[src/hdl/spcc_pkg.sv]
// Package: shared types, codes and constants of the supercap pulse-charge controller.
`timescale 1ns / 1ps
package spcc_pkg;

    typedef enum logic [1:0] {
        FUNC_TICK     = 2'd0,
        FUNC_FAST     = 2'd1,
        FUNC_NORMAL   = 2'd2,
        FUNC_TASK_END = 2'd3
    } func_t;

    localparam int CFG_IDX_W  = 3;
    localparam int CFG_DATA_W = 16;

    localparam logic [CFG_IDX_W-1:0] CFG_FAST_IVL   = 3'd0;
    localparam logic [CFG_IDX_W-1:0] CFG_NORMAL_IVL = 3'd1;
    localparam logic [CFG_IDX_W-1:0] CFG_HOLDOFF    = 3'd2;
    localparam logic [CFG_IDX_W-1:0] CFG_FULL_MV    = 3'd3;
    localparam logic [CFG_IDX_W-1:0] CFG_LOSS_MV    = 3'd4;

    localparam logic [15:0] FAST_IVL_RST   = 16'd500;
    localparam logic [15:0] NORMAL_IVL_RST = 16'd1500;
    localparam logic [15:0] HOLDOFF_RST    = 16'd100;
    localparam logic [12:0] FULL_MV_RST    = 13'd4900;
    localparam logic [12:0] LOSS_MV_RST    = 13'd3600;

    localparam logic [12:0] MV_PER_FS      = 13'd6200;   // full-scale millivolts
    localparam logic [12:0] DONE_MV        = 13'd5000;
    localparam logic [12:0] SHORT_PERIOD_MV = 13'd3600;
    localparam logic [12:0] LONG_PULSE_MV  = 13'd3000;
    localparam logic [3:0]  FULL_HOLD_CNT  = 4'd10;
    localparam logic [5:0]  PULSE_LONG_MS  = 6'd50;
    localparam logic [5:0]  PULSE_SHORT_MS = 6'd10;
    localparam logic [6:0]  PCT_MAX        = 7'd100;

    // floor(v/50) for v < 8192 as (v * 20972) >> 20
    localparam logic [14:0] PCT_RECIP      = 15'd20972;
    localparam int          PCT_SHIFT      = 20;

    // ADC code to millivolts: floor(code*6200/4096)
    function automatic logic [12:0] code_to_mv(input logic [11:0] code);
        logic [24:0] prod;
        prod = {13'd0, code} * {12'd0, MV_PER_FS};
        return prod[24:12];
    endfunction

    function automatic logic [6:0] mv_to_pct(input logic [12:0] mv);
        logic [27:0] prod;
        logic [7:0]  q;
        prod = {15'd0, mv} * {13'd0, PCT_RECIP};
        q    = prod[PCT_SHIFT+7:PCT_SHIFT];
        return (q > {1'b0, PCT_MAX}) ? PCT_MAX : q[6:0];
    endfunction

endpackage

[src/hdl/spcc_if.sv]
// Interfaces: input and result channels of the supercap pulse-charge controller.
`timescale 1ns / 1ps
interface spcc_in_if;
    logic        valid;
    logic        ready;
    logic [1:0]  func;
    logic        others_idle;
    logic        link_busy;
    logic [11:0] adc_code;

    modport source (output valid, func, others_idle, link_busy, adc_code, input ready);
    modport sink   (input valid, func, others_idle, link_busy, adc_code, output ready);
endinterface

interface spcc_out_if;
    logic        valid;
    logic        ready;
    logic        charge_pulse;
    logic [5:0]  pulse_ms;
    logic        sampled;
    logic [12:0] voltage_mv;
    logic [6:0]  charge_percent;
    logic        supply_from_cap;
    logic        charging_flag;
    logic        fast_mode;
    logic        fast_done;

    modport source (output valid, charge_pulse, pulse_ms, sampled, voltage_mv, charge_percent,
                    supply_from_cap, charging_flag, fast_mode, fast_done, input ready);
    modport sink   (input valid, charge_pulse, pulse_ms, sampled, voltage_mv, charge_percent,
                    supply_from_cap, charging_flag, fast_mode, fast_done, output ready);
endinterface

[src/hdl/supercap_pulse_charge_controller_top.sv]
// Top level: supercap pulse-charge controller, one result beat per input beat.
`timescale 1ns / 1ps
// Each input beat (tick, fast mode, normal mode, task finished) is processed in the
// cycle it is accepted: the controller state updates at that edge and one result beat
// lands in the output register the same edge, and a new beat is taken every cycle as long
// as the result side keeps draining (ready stays high whenever the output register is
// empty or being drained; a result held by a stalled sink holds off the input until it
// leaves). The path per beat is the ADC-to-millivolt constant multiply plus a few
// compares and counter updates; the millivolt-to-percent conversion sits after the
// last-sample state register. The supply selects the module after reset. Write the
// configuration registers only while no result is outstanding.
module supercap_pulse_charge_controller_top (
    input  logic                           clk,
    input  logic                           rst_n,
    input  logic                           cfg_we,
    input  logic [spcc_pkg::CFG_IDX_W-1:0]  cfg_index,
    input  logic [spcc_pkg::CFG_DATA_W-1:0] cfg_data,
    spcc_in_if.sink                        in_ch,
    spcc_out_if.source                     out_ch
);
    import spcc_pkg::*;

    // configuration registers
    logic [15:0] fast_ivl_reg;
    logic [15:0] normal_ivl_reg;
    logic [15:0] holdoff_rl_reg;
    logic [12:0] full_mv_reg;
    logic [12:0] loss_mv_reg;

    // controller state
    logic [1:0]  period_count_reg, period_count_next;
    logic [1:0]  period_limit_reg, period_limit_next;
    logic [15:0] holdoff_reg,      holdoff_next;
    logic [15:0] sample_count_reg, sample_count_next;
    logic        collect_reg,      collect_next;
    logic        mode_fast_reg,    mode_fast_next;
    logic        long_pulse_reg,   long_pulse_next;
    logic [3:0]  full_hold_reg,    full_hold_next;
    logic [12:0] last_mv_reg,      last_mv_next;
    logic        rising_reg,       rising_next;
    logic        cap_supply_reg,   cap_supply_next;

    // output register
    logic        out_valid_reg;
    logic        o_pulse_reg,   o_pulse_next;
    logic [5:0]  o_ms_reg,      o_ms_next;
    logic        o_sampled_reg, o_sampled_next;
    logic        o_done_reg,    o_done_next;

    logic        accept;
    func_t       func;
    logic [12:0] sample_mv;
    logic [15:0] ivl;
    logic [3:0]  full_hold_inc;

    // Take a new beat whenever the output register is free or being drained.
    assign in_ch.ready = !out_valid_reg || out_ch.ready;
    assign accept      = in_ch.valid && in_ch.ready;
    assign func        = func_t'(in_ch.func);
    assign sample_mv   = code_to_mv(in_ch.adc_code);
    assign ivl         = (in_ch.link_busy || mode_fast_reg) ? fast_ivl_reg : normal_ivl_reg;
    assign full_hold_inc = full_hold_reg + 4'd1;

    always_ff @(posedge clk or negedge rst_n)
    begin
        if (!rst_n)
        begin
            fast_ivl_reg   <= FAST_IVL_RST;
            normal_ivl_reg <= NORMAL_IVL_RST;
            holdoff_rl_reg <= HOLDOFF_RST;
            full_mv_reg    <= FULL_MV_RST;
            loss_mv_reg    <= LOSS_MV_RST;
        end
        else if (cfg_we)
        begin
            unique case (cfg_index)
                CFG_FAST_IVL:   fast_ivl_reg   <= cfg_data;
                CFG_NORMAL_IVL: normal_ivl_reg <= cfg_data;
                CFG_HOLDOFF:    holdoff_rl_reg <= cfg_data;
                CFG_FULL_MV:    full_mv_reg    <= cfg_data[12:0];
                CFG_LOSS_MV:    loss_mv_reg    <= cfg_data[12:0];
                default:        ;   // unknown index: drop the write
            endcase
        end
    end

    always_comb
    begin
        period_count_next = period_count_reg;
        period_limit_next = period_limit_reg;
        holdoff_next      = holdoff_reg;
        sample_count_next = sample_count_reg;
        collect_next      = collect_reg;
        mode_fast_next    = mode_fast_reg;
        long_pulse_next   = long_pulse_reg;
        full_hold_next    = full_hold_reg;
        last_mv_next      = last_mv_reg;
        rising_next       = rising_reg;
        cap_supply_next   = cap_supply_reg;
        o_pulse_next      = 1'b0;
        o_ms_next         = 6'd0;
        o_sampled_next    = 1'b0;
        o_done_next       = 1'b0;

        unique case (func)
            FUNC_FAST:     mode_fast_next = 1'b1;
            FUNC_NORMAL:   mode_fast_next = 1'b0;
            FUNC_TASK_END: holdoff_next   = holdoff_rl_reg;
            FUNC_TICK:
            begin
                // charge period and hold-off
                period_count_next = period_count_reg + 2'd1;
                if (holdoff_reg != 16'd0)
                    holdoff_next = holdoff_reg - 16'd1;
                if (period_count_next >= period_limit_reg)
                begin
                    period_count_next = 2'd0;
                    if (in_ch.others_idle && holdoff_next == 16'd0)
                    begin
                        o_pulse_next = 1'b1;
                        if (mode_fast_reg)
                            o_ms_next = long_pulse_reg ? PULSE_LONG_MS : PULSE_SHORT_MS;
                    end
                end

                // sampling: count the interval, then take the sample on the next tick
                if (!collect_reg)
                begin
                    sample_count_next = sample_count_reg + 16'd1;
                    if (sample_count_next >= ivl)
                    begin
                        sample_count_next = 16'd0;
                        collect_next      = 1'b1;
                    end
                end
                else
                begin
                    collect_next   = 1'b0;
                    o_sampled_next = 1'b1;
                    last_mv_next   = sample_mv;
                    rising_next    = mode_fast_reg &&
                                     (sample_mv > last_mv_reg || sample_mv == 13'd0);
                    // loss check last: it wins when both thresholds are met
                    if (sample_mv >= full_mv_reg)
                        cap_supply_next = 1'b1;
                    if (sample_mv <= loss_mv_reg)
                        cap_supply_next = 1'b0;
                    if (mode_fast_reg && sample_mv >= DONE_MV)
                    begin
                        full_hold_next = full_hold_inc;
                        if (full_hold_inc >= FULL_HOLD_CNT)
                        begin
                            full_hold_next = 4'd0;
                            mode_fast_next = 1'b0;
                            rising_next    = 1'b0;
                            o_done_next    = 1'b1;
                        end
                    end
                    if (mode_fast_next)
                        period_limit_next = 2'd1;
                    else
                        period_limit_next = (sample_mv >= SHORT_PERIOD_MV) ? 2'd1 : 2'd2;
                    long_pulse_next = (sample_mv > LONG_PULSE_MV);
                end
            end
            default: ;
        endcase
    end

    // Advance the state only on an accepted beat.
    always_ff @(posedge clk or negedge rst_n)
    begin
        if (!rst_n)
        begin
            period_count_reg <= 2'd0;
            period_limit_reg <= 2'd2;
            holdoff_reg      <= HOLDOFF_RST;
            sample_count_reg <= 16'd0;
            collect_reg      <= 1'b0;
            mode_fast_reg    <= 1'b0;
            long_pulse_reg   <= 1'b0;
            full_hold_reg    <= 4'd0;
            last_mv_reg      <= 13'd0;
            rising_reg       <= 1'b0;
            cap_supply_reg   <= 1'b0;
        end
        else if (accept)
        begin
            period_count_reg <= period_count_next;
            period_limit_reg <= period_limit_next;
            holdoff_reg      <= holdoff_next;
            sample_count_reg <= sample_count_next;
            collect_reg      <= collect_next;
            mode_fast_reg    <= mode_fast_next;
            long_pulse_reg   <= long_pulse_next;
            full_hold_reg    <= full_hold_next;
            last_mv_reg      <= last_mv_next;
            rising_reg       <= rising_next;
            cap_supply_reg   <= cap_supply_next;
        end
    end

    // Output register: load on accept, hold while the sink stalls.
    always_ff @(posedge clk or negedge rst_n)
    begin
        if (!rst_n)
            out_valid_reg <= 1'b0;
        else if (accept)
            out_valid_reg <= 1'b1;
        else if (out_ch.ready)
            out_valid_reg <= 1'b0;
    end

    always_ff @(posedge clk)
    begin
        if (accept)
        begin
            o_pulse_reg   <= o_pulse_next;
            o_ms_reg      <= o_ms_next;
            o_sampled_reg <= o_sampled_next;
            o_done_reg    <= o_done_next;
        end
    end

    // The state registers hold exactly the after-item values until the next beat,
    // and no beat is taken while a result waits unless it drains at the same edge.
    assign out_ch.valid           = out_valid_reg;
    assign out_ch.charge_pulse    = o_pulse_reg;
    assign out_ch.pulse_ms        = o_ms_reg;
    assign out_ch.sampled         = o_sampled_reg;
    assign out_ch.fast_done       = o_done_reg;
    assign out_ch.voltage_mv      = last_mv_reg;
    assign out_ch.charge_percent  = mv_to_pct(last_mv_reg);
    assign out_ch.supply_from_cap = cap_supply_reg;
    assign out_ch.charging_flag   = rising_reg;
    assign out_ch.fast_mode       = mode_fast_reg;

endmodule

[src/flat_wrapper.sv]
// flat-port wrapper written by rule: the top's interface ports become plain ports
module supercap_pulse_charge_controller_top_flat import spcc_pkg::*;
  (clk, rst_n, cfg_we, cfg_index, cfg_data, in_ch_valid, in_ch_func, in_ch_others_idle, in_ch_link_busy, in_ch_adc_code, in_ch_ready, out_ch_valid, out_ch_charge_pulse, out_ch_pulse_ms, out_ch_sampled, out_ch_voltage_mv, out_ch_charge_percent, out_ch_supply_from_cap, out_ch_charging_flag, out_ch_fast_mode, out_ch_fast_done, out_ch_ready);
  spcc_in_if in_ch_i ();
  spcc_out_if out_ch_i ();
  input  logic clk;
  input  logic rst_n;
  input  logic cfg_we;
  input  logic [spcc_pkg::CFG_IDX_W-1:0] cfg_index;
  input  logic [spcc_pkg::CFG_DATA_W-1:0] cfg_data;
  input wire logic [$bits(in_ch_i.valid)-1:0] in_ch_valid;
  input wire logic [$bits(in_ch_i.func)-1:0] in_ch_func;
  input wire logic [$bits(in_ch_i.others_idle)-1:0] in_ch_others_idle;
  input wire logic [$bits(in_ch_i.link_busy)-1:0] in_ch_link_busy;
  input wire logic [$bits(in_ch_i.adc_code)-1:0] in_ch_adc_code;
  output wire logic [$bits(in_ch_i.ready)-1:0] in_ch_ready;
  output wire logic [$bits(out_ch_i.valid)-1:0] out_ch_valid;
  output wire logic [$bits(out_ch_i.charge_pulse)-1:0] out_ch_charge_pulse;
  output wire logic [$bits(out_ch_i.pulse_ms)-1:0] out_ch_pulse_ms;
  output wire logic [$bits(out_ch_i.sampled)-1:0] out_ch_sampled;
  output wire logic [$bits(out_ch_i.voltage_mv)-1:0] out_ch_voltage_mv;
  output wire logic [$bits(out_ch_i.charge_percent)-1:0] out_ch_charge_percent;
  output wire logic [$bits(out_ch_i.supply_from_cap)-1:0] out_ch_supply_from_cap;
  output wire logic [$bits(out_ch_i.charging_flag)-1:0] out_ch_charging_flag;
  output wire logic [$bits(out_ch_i.fast_mode)-1:0] out_ch_fast_mode;
  output wire logic [$bits(out_ch_i.fast_done)-1:0] out_ch_fast_done;
  input wire logic [$bits(out_ch_i.ready)-1:0] out_ch_ready;
  assign in_ch_i.valid = in_ch_valid;
  assign in_ch_i.func = in_ch_func;
  assign in_ch_i.others_idle = in_ch_others_idle;
  assign in_ch_i.link_busy = in_ch_link_busy;
  assign in_ch_i.adc_code = in_ch_adc_code;
  assign in_ch_ready = in_ch_i.ready;
  assign out_ch_valid = out_ch_i.valid;
  assign out_ch_charge_pulse = out_ch_i.charge_pulse;
  assign out_ch_pulse_ms = out_ch_i.pulse_ms;
  assign out_ch_sampled = out_ch_i.sampled;
  assign out_ch_voltage_mv = out_ch_i.voltage_mv;
  assign out_ch_charge_percent = out_ch_i.charge_percent;
  assign out_ch_supply_from_cap = out_ch_i.supply_from_cap;
  assign out_ch_charging_flag = out_ch_i.charging_flag;
  assign out_ch_fast_mode = out_ch_i.fast_mode;
  assign out_ch_fast_done = out_ch_i.fast_done;
  assign out_ch_i.ready = out_ch_ready;
  supercap_pulse_charge_controller_top u_core (.clk(clk), .rst_n(rst_n), .cfg_we(cfg_we), .cfg_index(cfg_index), .cfg_data(cfg_data), .in_ch(in_ch_i), .out_ch(out_ch_i));
endmodule
[config.mk]
export PLATFORM = sky130hd
export DESIGN_NAME = supercap_pulse_charge_controller_top_flat
export DESIGN_NICKNAME = d
export VERILOG_FILES = /design/src/hdl/spcc_pkg.sv /design/src/hdl/spcc_if.sv /design/src/hdl/supercap_pulse_charge_controller_top.sv /design/src/flat_wrapper.sv
export SDC_FILE = /design/constraint.sdc
export NUM_CORES = 1
export LEC_CHECK = 0
export BUFFER_PORTS_ARGS = -buffer_cell sky130_fd_sc_hd__buf_2
export CAP_MARGIN = 20
export CORE_ASPECT_RATIO = 1.4
export CORE_UTILIZATION = 40
export CTS_CLUSTER_SIZE = 14
export DETAILED_ROUTE_END_ITERATION = 7
export PLACE_DENSITY = 0.62
export SLEW_MARGIN = 30
export SYNTH_ARGS = -nofsm -noshare
export SYNTH_HDL_FRONTEND = slang
export SYNTH_SLANG_ARGS = --single-unit
[constraint.sdc]
create_clock -name clk -period 5.9 [get_ports clk]
set_input_delay 1.18 -clock clk [delete_from_list [all_inputs] [get_ports clk]]
set_output_delay 1.18 -clock clk [all_outputs]
set_load 0.1 [all_outputs]
==> run summary <==
Outcome -> complete, but fails checks
Failing checks -> negative setup slack
CTS root buffer -> clkbuf_16
Post-route DRC -> 0
Hold wc startpoint -> u_core.period_limit_reg[0]
Io pins -> 74
DP Area -> 16130 um^2
CP cell instances -> ha_4, inv_2, fa_1, inv_1, fa_1, inv_1, fa_1, inv_1, fa_1, ha_4, and3_4, o21a_4, a211oi_4, a21bo_2, a21oi_4, or4_4, o311ai_4, a21oi_4, buf_12, nor3b_4, buf_12
Vias after detailed routing -> 10962
Area of the multi-input gates -> 9832 um^2
Register area share after synthesis -> 26.25%
CP peak stage delay -> 540 ps
Detailed Route WL -> 34560 um
Initial DRT Pass Iterations -> 5
Grt total ovfl -> 0
Unrepaired setup endpoints after global routing -> yes
Most frequent cells after synthesis -> ha_1 (228), inv_1 (220), nand2_1 (106), dfrtp_1 (104), fa_1 (73)
RR Endpoint -> u_core.sample_count_reg[1]
FP Rows -> 79
Crit path to -> out_ch_charge_percent[0]
Relative slew slack -> 41.13%
Vias/cell -> 5.159
Max Slew Vio Count -> 0
GRT Overall Usage -> 20.67%
Routability cong. -> 0.8931
Drt initial violations -> 370
CP Capture Type -> output port
Tmin final -> 6948 ps
CTS Buf Count -> 17
Crit share post-route -> 117.8%
Setup WS post-layout -> -1048 ps
Antenna Nets Post-Route -> 0
Initial antenna violation count -> 0
Worst-Margin Slew -> 880.6 ps
Worst reg2reg setup slack -> 2080 ps
Max Cap Viol -> 0
Yosys top cell by area -> ha_1
Clock slew at reported path FFs -> 60 ps
WS Path Type -> reg2out
Hold Crit Class -> reg2reg
F_max -> 143.9 MHz
Share of post-route cells with drive strength above 1 -> 33.10%
Worst reg2reg path depth -> 13
Initial Util -> 40.66%
CTS tree -> done
DR WL/cell -> 16.26 um
Synth Cell Area -> 13500 um^2
Final #Nets -> 2008
Yosys cell types -> 90
Synth Warn # -> 0
Synth top area share -> 21.13%
# setup viols final -> 7
Avg Synthesized Cell Area -> 9.652 um^2
Die height -> 219.4 um
H-tree levels -> 4
Maximum root-to-sink buffer count -> 2
Post-Syn Instances -> 1399
Fillcell total -> 3022
Final clock skew -> 8.115 ps
Synth top area cells -> ha_1 (21%), dfrtp_1 (19%), fa_1 (11%), inv_1 (6.1%), dfstp_2 (5.6%)
Hpwl dp -> 27990 um
Slowest CP cell -> fa_1
Clock Sink Count -> 139
CP startpoint -> u_core.out_ch.voltage_mv[9]
Ys async rst share -> 95.68%
Worst Setup Start Kind -> flip-flop
Die Wd -> 157.3 um
Die footprint -> 34510 um^2
Most common cell in the netlist -> ha_1
Ys flop type -> dfrtp_1
#FFs+latches synth -> 139
CP required -> 4720 ps
Vias in the first global route -> 11498
Pin count of the biggest net entering global routing -> 83
Antenna cells -> 0
First-pass GRT wire length -> 55590 um
Core ar. -> 33210 um^2
Final hold violations -> 0
Register area -> 3583 um^2
Most common cell on crit path -> fa_1
Area delta synth->final -> 29.34%
Worst hold slack -> 498.6 ps
Worst r2r src -> u_core.sample_count_reg[0]
Crit path max fanout -> 7
Port bufs -> 71
Post-synth EDFFs -> 6
Finished layout cell area -> 17460 um^2
Worst-Skew Late Latency -> 430 ps
Worst EP arrival -> 5770 ps
==> cell usage in the layout (no fill, tap or decap), types with 8 or more instances in the layout <==
master,instances
o22ai_1,14
o21a_1,15
nor2b_1,11
ha_1,197
nand4_1,13
inv_1,210
nor2_1,43
mux2i_1,22
and3_1,9
o21ai_1,8
ha_4,26
xor2_1,13
o211ai_1,8
nand2_1,104
nand2b_1,16
clkbuf_16,17
o21ai_0,60
xnor2_1,14
dfrtp_1,91
a21o_1,29
fa_1,71
dfstp_2,29
a21oi_1,40
buf_2,60
buf_12,8
nand3_1,35
mux2_2,65
a31oi_1,10
buf_4,206
dfrtp_4,9
nor3_1,15
inv_2,10
==> how the worst min path moves through the flow <==
| stage | to | slack (ps) | depth (start not counted) |
|---|---|---|---|
| floorplan | u_core.holdoff_reg[4] | 470 | 2 |
| global placement | u_core.period_count_reg[1] | 480 | 2 |
| detailed placement | u_core.period_limit_reg[0] | 490 | 1 |
| CTS | u_core.normal_ivl_reg[0] | 510 | 1 |
| global route | u_core.fast_ivl_reg[9] | 520 | 1 |
| finish | u_core.period_limit_reg[0] | 500 | 1 |
==> cell families (layout without fill, tap and decap cells) <==
| kind of cell | after synthesis | after routing | share of synthesized area [%] |
|---|---|---|---|
| other cells | 1 | 2 | 0.02777 |
| simple gates | 314 | 314 | 11.70 |
| flops | 139 | 139 | 26.25 |
| compound gates | 272 | 272 | 13.58 |
| buf+inv | 253 | 533 | 7.218 |
| mux | 87 | 87 | 7.051 |
| xor+xnor | 31 | 31 | 2.150 |
| fa+ha+maj | 302 | 302 | 32.02 |
==> through the flow <==
step	setup WS (ps)	TNS, ps	cells	utilization [%]
floorplan	-1037	-5258	1400	-
global placement	-686.6	-7532	2077	48.56
detailed placement	-767.9	-8656	2077	48.58
CTS	-1093	-6576	2113	51.09
global route	-1213	-7846	2125	52.58
finish	-1048	-6500	2125	52.58
==> timing repair <==
item                                   in CTS  in global routing
cloned                                      0                  0
endpoints found under the hold margin       0                  0
hold buffers                                0                  0
gates resized for setup                    42                 64
setup endpoints to repair                  13                 14
pin swaps                                  35                 50
setup buffers                               4                 13
==> critical path: cells and delay by family (launching register included) <==
family	cells	cell delay, ps
fa+ha+maj	6	2470
compound gates	6	970
simple gates	3	810
buf+inv	6	540
flops	1	530
==> cell type report <==
type                            count  share of cell area [%]
Timing Repair Buffer              281                   11.96
Clock buffer                       17                   2.436
Inverter                          220                   4.728
Sequential cell                   139                   20.52
Tap cell                          445                   3.188
Multi-Input combinational cell   1008                   56.30
Clock inverter                     15                  0.8669
==> metal layers <==
| metal | GRT usage (%) | vias up | wire length (um) |
|---|---|---|---|
| li1 | - | 5407 | - |
| met1 | 21.58 | 5300 | 13410 |
| met2 | 40.29 | 175 | 18890 |
| met3 | 2.192 | 80 | 751 |
| met4 | 10.00 | 0 | 1503 |
| met5 | 0 | - | 0 |
Power is left out: the tool's default activity adds up to more than one toggle a clock period on the data nets, which glitch-free logic cannot reach.
